$ cat config.mk
export PLATFORM = sky130hd
export DESIGN_NAME = fpls_dist
export DESIGN_NICKNAME = d
export VERILOG_FILES = /design/src/rtl/fpls_pkg.sv /design/src/rtl/fpls_sqcell.sv /design/src/rtl/fpls_dist.sv
export SDC_FILE = /design/constraint.sdc
export NUM_CORES = 2
export LEC_CHECK = 0
export BUFFER_PORTS_ARGS = -buffer_cell sky130_fd_sc_hd__buf_2
export CAP_MARGIN = 20
export CORE_AREA = 5 5 432 434
export DETAILED_ROUTE_END_ITERATION = 12
export DIE_AREA = 0 0 437 439
export RECOVER_POWER = 50
export SETUP_SLACK_MARGIN = 0.1
export SYNTH_ARGS = -nofsm -noshare
export SYNTH_HDL_FRONTEND = slang
export SYNTH_SLANG_ARGS = --single-unit
$ cat constraint.sdc
create_clock -name clk -period 8.6 [get_ports clk]
set_input_delay 0 -clock clk [delete_from_list [all_inputs] [get_ports clk]]
set_output_delay 0 -clock clk [all_outputs]
set_load 0.05 [all_outputs]
$ cat src/rtl/fpls_pkg.sv
`timescale 1ns / 1ps
// ---------------------------------------------------------------------------
// fpls_pkg
// Shared types and constants of the farthest-point landmark selector.
// ---------------------------------------------------------------------------
package fpls_pkg;

  localparam int MAX_POINTS_DEF  = 256;
  localparam int COORD_BITS_DEF  = 16;
  localparam int NUM_LANES       = 5;

  localparam logic [8:0]  LM_RESET = 9'd16;
  localparam logic [15:0] FW_RESET = 16'd7864;

  localparam logic CFG_LANDMARK = 1'b0;
  localparam logic CFG_WEIGHT   = 1'b1;

  localparam logic OP_LOAD = 1'b0;
  localparam logic OP_READ = 1'b1;

  localparam logic [2:0] DRAIN_CYC = 3'd4;

  typedef enum logic [2:0] {
    S_IDLE,
    S_READ,
    S_SETUP,
    S_CFETCH,
    S_CLATCH,
    S_PASS,
    S_DRAIN,
    S_FILL
  } fpls_state_t;

endpackage

$ cat src/rtl/fpls_sqcell.sv
`timescale 1ns / 1ps
// ---------------------------------------------------------------------------
// fpls_sqcell
// One feature lane: registered square of the absolute difference.
// ---------------------------------------------------------------------------
module fpls_sqcell import fpls_pkg::*; #(
  parameter int COORD_BITS = COORD_BITS_DEF
) (
  input  logic                      clk,
  input  logic [COORD_BITS-1:0]     a,
  input  logic [COORD_BITS-1:0]     b,
  output logic [2*COORD_BITS-1:0]   sq_r
);

  logic [COORD_BITS-1:0] diff;

  assign diff = (a >= b) ? (a - b) : (b - a);

  always_ff @(posedge clk) begin
    sq_r <= (2*COORD_BITS)'(diff) * (2*COORD_BITS)'(diff);
  end

endmodule

$ cat src/rtl/fpls_dist.sv
`timescale 1ns / 1ps
// ---------------------------------------------------------------------------
// fpls_dist
// Distance pipeline: a row of lane cells, lane sums, weighting multiply.
// ---------------------------------------------------------------------------
module fpls_dist import fpls_pkg::*; #(
  parameter int MAX_POINTS = MAX_POINTS_DEF,
  parameter int COORD_BITS = COORD_BITS_DEF
) (
  input  logic                                  clk,
  input  logic                                  rst_n,
  input  logic                                  in_valid,
  input  logic [$clog2(MAX_POINTS)-1:0]         in_idx,
  input  logic [2*COORD_BITS+2:0]               in_near,
  input  logic [NUM_LANES*COORD_BITS-1:0]       feat_a,
  input  logic [NUM_LANES*COORD_BITS-1:0]       feat_b,
  input  logic [15:0]                           weight,
  output logic                                  out_valid,
  output logic [$clog2(MAX_POINTS)-1:0]         out_idx,
  output logic [2*COORD_BITS+2:0]               out_near,
  output logic [2*COORD_BITS+2:0]               out_dist
);

  localparam int C  = COORD_BITS;
  localparam int IW = $clog2(MAX_POINTS);
  localparam int DW = 2*C+3;

  logic [2*C-1:0]    sq [NUM_LANES];
  logic [2*C:0]      sp2_r;
  logic [2*C+1:0]    fs2_r;
  logic [2*C:0]      sp3_r;
  logic [2*C+17:0]   prod;
  logic [2*C+1:0]    wt3_r;
  logic [2:0]        v_r;
  logic [IW-1:0]     idx_r  [3];
  logic [DW-1:0]     near_r [3];

  for (genvar g = 0; g < NUM_LANES; g++) begin : g_lane
    fpls_sqcell #(.COORD_BITS(C)) u_cell (
      .clk  (clk),
      .a    (feat_a[g*C +: C]),
      .b    (feat_b[g*C +: C]),
      .sq_r (sq[g])
    );
  end

  assign prod = (2*C+18)'(fs2_r) * (2*C+18)'(weight);

  always_ff @(posedge clk) begin
    sp2_r <= (2*C+1)'(sq[0]) + (2*C+1)'(sq[1]);
    fs2_r <= (2*C+2)'(sq[2]) + (2*C+2)'(sq[3]) + (2*C+2)'(sq[4]);
    sp3_r <= sp2_r;
    wt3_r <= prod[2*C+17:16];
    idx_r[0]  <= in_idx;
    near_r[0] <= in_near;
    for (int k = 1; k < 3; k++) begin
      idx_r[k]  <= idx_r[k-1];
      near_r[k] <= near_r[k-1];
    end
  end

  always_ff @(posedge clk) begin
    if (!rst_n) begin
      v_r <= '0;
    end else begin
      v_r <= {v_r[1:0], in_valid};
    end
  end

  assign out_valid = v_r[2];
  assign out_idx   = idx_r[2];
  assign out_near  = near_r[2];
  assign out_dist  = DW'(sp3_r) + DW'(wt3_r);

endmodule

**Word level (Yosys, flattened, before mapping)**

Memories as Yosys holds them, arrays and structs flattened.
Index checks and enable logic that the tools add are counted.

- Register bits after elaboration: 297
- Memory bits (writable): 129
- Input port bits: 222
- Output and inout bits: 79
- Memories kept: 2

Memory list:

| memory | words | width | read ports | clocked after Yosys merged registers in | wr ports | RTL line | RTL |
|---|---|---|---|---|---|---|---|
| near_r | 3 | 35 | 3 | 0 | 3 | fpls_dist.sv:36 | `logic [DW-1:0] near_r [3];` |
| idx_r | 3 | 8 | 3 | 0 | 3 | fpls_dist.sv:35 | `logic [IW-1:0] idx_r [3];` |

- $add $sub $neg: 14
- Multiply operators: 6
- Magnitude comparators: 5
- Muxes and demuxes: 5

Operator list:

| kind | count |
|---|---|
| 16-bit by 16-bit multiplier with 32-bit output | 5 |
| 16-bit subtractor | 10 |
| 16-bit >= comparator | 5 |
| 16-bit 2-to-1 mux | 5 |
| 32-bit by 32-bit adder with 33-bit output | 2 |
| 34-bit by 16-bit multiplier with 50-bit output | 1 |
| 33-bit by 34-bit adder with 35-bit output | 1 |
| 33-bit by 32-bit adder with 34-bit output | 1 |

**Depth between registers and ports, before layout**

- Word-level depth: 3
- Mapped depth: 40
- Mapped depth without buffers: 37

**By module**

A second synthesis with hierarchy kept.

- Cell total of the unflattened synthesis: 8233
- Area, all modules: 74522.7 µm²

By module, submodules not included:

| module | times used | cells an instance | area each (µm²) |
|---|---|---|---|
| fpls_dist | 1 | 2869 | 27460.1 |
| fpls_sqcell (g_lane[0].u_cell ...) | 2 | 1083 | 9505.4 |
| fpls_sqcell (g_lane[3].u_cell) | 1 | 1090 | 9455.3 |
| fpls_sqcell (g_lane[4].u_cell) | 1 | 1065 | 9369.0 |
| fpls_sqcell (g_lane[2].u_cell) | 1 | 1043 | 9227.6 |

**Worst setup path after synthesis**

No wires, ideal clock.

- Kind: input to register
- From: in feat_a[36]
- To: reg g_lane[2].u_cell.sq_r[28]
- Data arrival time: 8.219 ns
- Required time: 8.480 ns
- Slack: 0.262 ns
- Stages: 38
- Buffers on the path: 3
- Cell sequence: inv_1 -> ha_1 -> clkbuf_1 -> a21oi_1 -> nor2b_1 -> o21bai_1 -> o311a_1 -> o211ai_1 -> nand2_1 -> buf_2 -> or3_1 -> o21ai_0 -> xor2_1 -> buf_2 -> nor2_1 -> fa_1 -> inv_1 -> fa_1 -> (+2 left out) -> inv_1 -> fa_1 -> inv_1 -> fa_1 -> inv_1 -> fa_1 -> inv_1 -> ha_1 -> a21o_1 -> a21oi_1 -> nor3b_1 -> o21ai_0 -> a221oi_1 -> o21ai_0 -> a21o_1 -> a41o_1 -> o211a_1 -> a211o_1

- Word-level cells in the longest chain between the ends: 3
- Elaborated cells between the ends (all ways): 5
- Classes of those cells: 2 x add/sub; 1 x mul; 1 x order compare; 1 x mux

RTL lines:

| element | RTL line | RTL |
|---|---|---|
| from (decl) | fpls_dist.sv:15 | `input logic [NUM_LANES*COORD_BITS-1:0] feat_a,` |
| 16-bit subtractor / 16-bit >= comparator (equally long branches) | fpls_sqcell.sv:17 | `assign diff = (a >= b) ? (a - b) : (b - a);` |
| 16-bit 2-to-1 mux (*) | fpls_sqcell.sv:17 |  |
| 16-bit by 16-bit multiplier with 32-bit output (*) | fpls_sqcell.sv:20 | `sq_r <= (2*COORD_BITS)'(diff) * (2*COORD_BITS)'(diff);` |
| to (signal assigned) | fpls_sqcell.sv:20 |  |
| to (decl) | fpls_sqcell.sv:12 | `output logic [2*COORD_BITS-1:0] sq_r` |

Mark *: on every way between the ends. The rest lies on a longest branch, timed or not.
A chain may end at the register's enable or synchronous reset.

**Final worst setup path**

- From: in feat_a[16]
- To: reg g_lane[1].u_cell.sq_r[31]

- Word-level cells in the longest chain between the ends: 3
- Elaborated cells between the ends (all ways): 5
- Classes of those cells: 2 x add/sub; 1 x mul; 1 x order compare; 1 x mux

RTL lines:

| element | RTL line |
|---|---|
| 16-bit subtractor / 16-bit >= comparator (equally long branches) | fpls_sqcell.sv:17 |
| 16-bit 2-to-1 mux (*) | fpls_sqcell.sv:17 |
| 16-bit by 16-bit multiplier with 32-bit output (*) | fpls_sqcell.sv:20 |
| to (signal assigned) | fpls_sqcell.sv:20 |
| to (decl) | fpls_sqcell.sv:12 |

Marked as above.

==> impl_metrics.env <==
export IMPL_first_global_vias=58594
export IMPL_synthMostInstantiatedCell="inv_1"
export IMPL_dieArea_um2=191800
export IMPL_synthXorXnorAreaFrac=0.04507
export IMPL_clock_latency_late_sink_ns=0.63
export IMPL_post_synth_and_or_nand_nor_area_fraction=0.1191
export IMPL_synth_compound_area_share=0.09819
export IMPL_report_final_setup_viol=0
export IMPL_rsz0062_at_grt="no"
export IMPL_critical_path_endpoint_type="register"
export IMPL_drt_first_pass_iters=6
export IMPL_numPortBuffers=300
export IMPL_drt_iter0_drc=2955
export IMPL_final_net_count=10898
export IMPL_synthMuxAreaShare=0.005988
export IMPL_number_of_buffers_created_by_cts=49
export IMPL_slew_headroom=0.3309
export IMPL_synth_fa_ha_area_frac=0.5060
export IMPL_post_synth_edffs=0
export IMPL_worst_hold_path_num_cells=2
export IMPL_min_delay_start="in_idx[0]"
export IMPL_top_usage_layer="met2"
export IMPL_timing_reg2reg_setup_slack_ns=1.05
export IMPL_routed_wire_length_per_instance_um=16.80
export IMPL_post_route_util=0.4428
export IMPL_hold_path_class="in -> reg"
export IMPL_synth_area_um2=72510
export IMPL_effective_utilization_at_floorplan=0.3977
export IMPL_cp_slowest_stage_delay_ns=0.54
export IMPL_clock_tree_from_tritoncts="done"
export IMPL_detail_route_vias_per_cell=4.983
export IMPL_areaGrowthSynthToFinish_pct=11.33
export IMPL_fp_row_count=157
export IMPL_vias=54585
export IMPL_grt_antenna_before_repair=12
export IMPL_final_layout_size_suffix_gt1_frac=0.08643
export IMPL_cts_htree_levels=2
export IMPL_num_io_pins=301
export IMPL_cts_max_path_buffers=3
export IMPL_slew_violations=0
export IMPL_grt_start_max_net_pins=35
export IMPL_ant_nets=0
export IMPL_critPathKind="in -> reg"
export IMPL_outcome="finished clean"
export IMPL_post_cts_setup_buffers=0
export IMPL_final_period_utilization=0.9407
export IMPL_synthDistinctLibCells=92
export IMPL_synth_seq_area_share=0.1162
export IMPL_crit_required_ns=9.08
export IMPL_post_route_drc_count=0
export IMPL_clkSlewWorstSetupHoldPaths_ns=0.06
export IMPL_synth_area_per_cell_um2=9.014
export IMPL_seqCellArea_um2=8428
export IMPL_wirelength_um=184000
export IMPL_timing_critical_path_slowest_stage_cell="fa_1"
export IMPL_post_route_min_period_ns=8.090
export IMPL_cap_violations=0
export IMPL_reg2regPathDepth=21
export IMPL_synthDominantAreaCellType="fa_1"
export IMPL_synth_top_family_by_area="adder cells"
export IMPL_gp_congestion=0.9103
export IMPL_grt_ovfl_total=0
export IMPL_fill_cells=17885
export IMPL_multi_input_gate_area_in_the_final_layout_um2=56190
export IMPL_synth_cells=8044
export IMPL_timing_critical_path_from_type="primary input"
export IMPL_synth_top_cells_by_area="fa_1, ha_1, dfxtp_1"
export IMPL_finClkSkew_ns=0.03581
export IMPL_number_of_sinks_on_the_clock_net=421
export IMPL_yosysTopAreaCellShare=0.3587
export IMPL_cpMostUsedCell="inv_1"
export IMPL_globalRouteTotalUtil=0.1938
export IMPL_yosys_warnings=0
export IMPL_worst_hold_path_endpoint="idx_r[0][0]"
export IMPL_timing_rr_end="wt3_r[33]"
export IMPL_die_height_um=439
export IMPL_grt_pass1_wl_um=304500
export IMPL_met3_usage=0.01922
export IMPL_timing_hold_violations_final=0
export IMPL_dominantRegCellSynth="dfxtp_1"
export IMPL_globalRouteMet1Util=0.2681
export IMPL_use_met2=0.3240
export IMPL_maxClockFrequency_mhz=123.6
export IMPL_chipWidth_um=437
export IMPL_clock_tree_root_cell="clkbuf_16"
export IMPL_dp_hpwl_um=156000
export IMPL_tightestPinTransition_ns=1.004
export IMPL_arrival_ns=8.57
export IMPL_synthArstFlopShare=0
export IMPL_synth_commonest_cells="inv_1, fa_1, nand2_1"
export IMPL_critical_path_reg2reg_startpoint="fs2_r[19]"
export IMPL_ys_ff_latch=421
export IMPL_maximum_fanout_along_the_worst_path=8
export IMPL_floorplan_core_area_um2=182300
registers in the layout, indices dropped and copies added (netlist names):
register and cells:
wt3_r 34, sp2_r 33, g_lane.u_cell.sq_r 155, idx_r 24
near_r 105, fs2_r 34, v_r 3, sp3_r 33
through the flow:
| step | cell area, um2 | worst slack (ns) | std cells | setup TNS, ns | hold slack (ns) |
|---|---|---|---|---|---|
| 5_1_grt | 80720 | 0.1186 | 10954 | 0 | 0.06406 |
| 2_1_floorplan | 72510 | 0.2618 | 8046 | 0 | 0.02772 |
| 6_report | 80720 | 0.5103 | 10954 | 0 | 0.09084 |
| 3_5_place_dp | 78170 | -0.1374 | 10770 | -0.3659 | 0.1036 |
| 4_1_cts | 80770 | 0.4912 | 10947 | 0 | 0.04661 |
| 3_3_place_gp | 78170 | -0.05364 | 10770 | -0.05364 | 0.1020 |
worst max path at each step:
stage,startpoint,endpoint,slack [ns],cells after the start
final,feat_a[16],g_lane[1].u_cell.sq_r[31],0.51,39
after global routing,feat_a[16],g_lane[1].u_cell.sq_r[31],0.12,37
after CTS,feat_a[16],g_lane[1].u_cell.sq_r[30],0.49,35
after detailed placement,feat_a[16],g_lane[1].u_cell.sq_r[30],-0.14,35
after global placement,feat_a[16],g_lane[1].u_cell.sq_r[31],-0.05,39
after floorplan,feat_a[36],g_lane[2].u_cell.sq_r[28],0.26,38
what timing repair did:
| item | 4_1_cts | 5_1_grt |
|---|---|---|
| resized for setup | 0 | 6 |
| hold buffers | 87 | 0 |
| endpoints found under the hold margin | 46 | 0 |
| setup endpoints to repair | 0 | 13 |
layer usage:
layer | part of all wire | routed length [um]
met4 | 0.028 | 5096
met2 | 0.47 | 87040
met5 | 0 | 0
met3 | 0.046 | 8550
met1 | 0.45 | 83290
cells by family after synthesis:
family / after synthesis
fa+ha+maj: 2153
mux: 41
compound gates: 1088
flops: 421
other cells: 1
xor+xnor: 362
buf+inv: 2045
simple gates: 1933
final cells by class:
type                    instances  share of cell area
clock buffers                  61             0.01637
repair buffers                706             0.05885
flip-flops and latches        421              0.1044
clock inverters                29            0.005068
inverters                    1765             0.08210
multi-input cells            5580              0.6960
diodes                          7           0.0002170
well taps                    2385             0.03697
critical path: cells and delay by family:
kind / cells / cell delay [ns]
AOI/OAI and AO/OA: 16 / 3.19
adders and majority gates: 9 / 3.78
buffers and inverters: 10 / 0.75
xor gates and xnor gates: 2 / 0.42
and+or+nand+nor: 2 / 0.43
layout by cell type, fill, tap and decap left out, types with 13 or more instances in the layout:
cell type	Yosys	final
inv_1	1739	1739
fa_1	1299	1299
nand2_1	863	863
ha_1	854	854
nor2_1	481	481
dfxtp_1	421	421
a21oi_1	337	337
buf_4	44	305
buf_2	39	251
xnor2_1	232	230
a21o_1	196	196
and2_1	167	166
o21ai_0	166	166
xor2_1	120	120
dlygate4sd3_1	0	87
nand2b_1	79	79
nor3_1	76	75
clkbuf_1	192	64
o21a_1	63	63
nor2b_1	60	60
nand3_1	55	55
clkbuf_16	0	49
a211oi_1	39	38
o21bai_1	38	38
and3_1	35	35
a31oi_1	28	28
mux2i_1	28	28
nand4_1	28	28
o31ai_1	25	25
o211ai_1	22	22
or2_2	21	21
or3_1	18	18
inv_2	16	17
and4_1	15	15
a211o_1	13	13
Power is left out: the tool's default activity adds up to more than one toggle a clock period on the data nets, which glitch-free logic cannot reach.
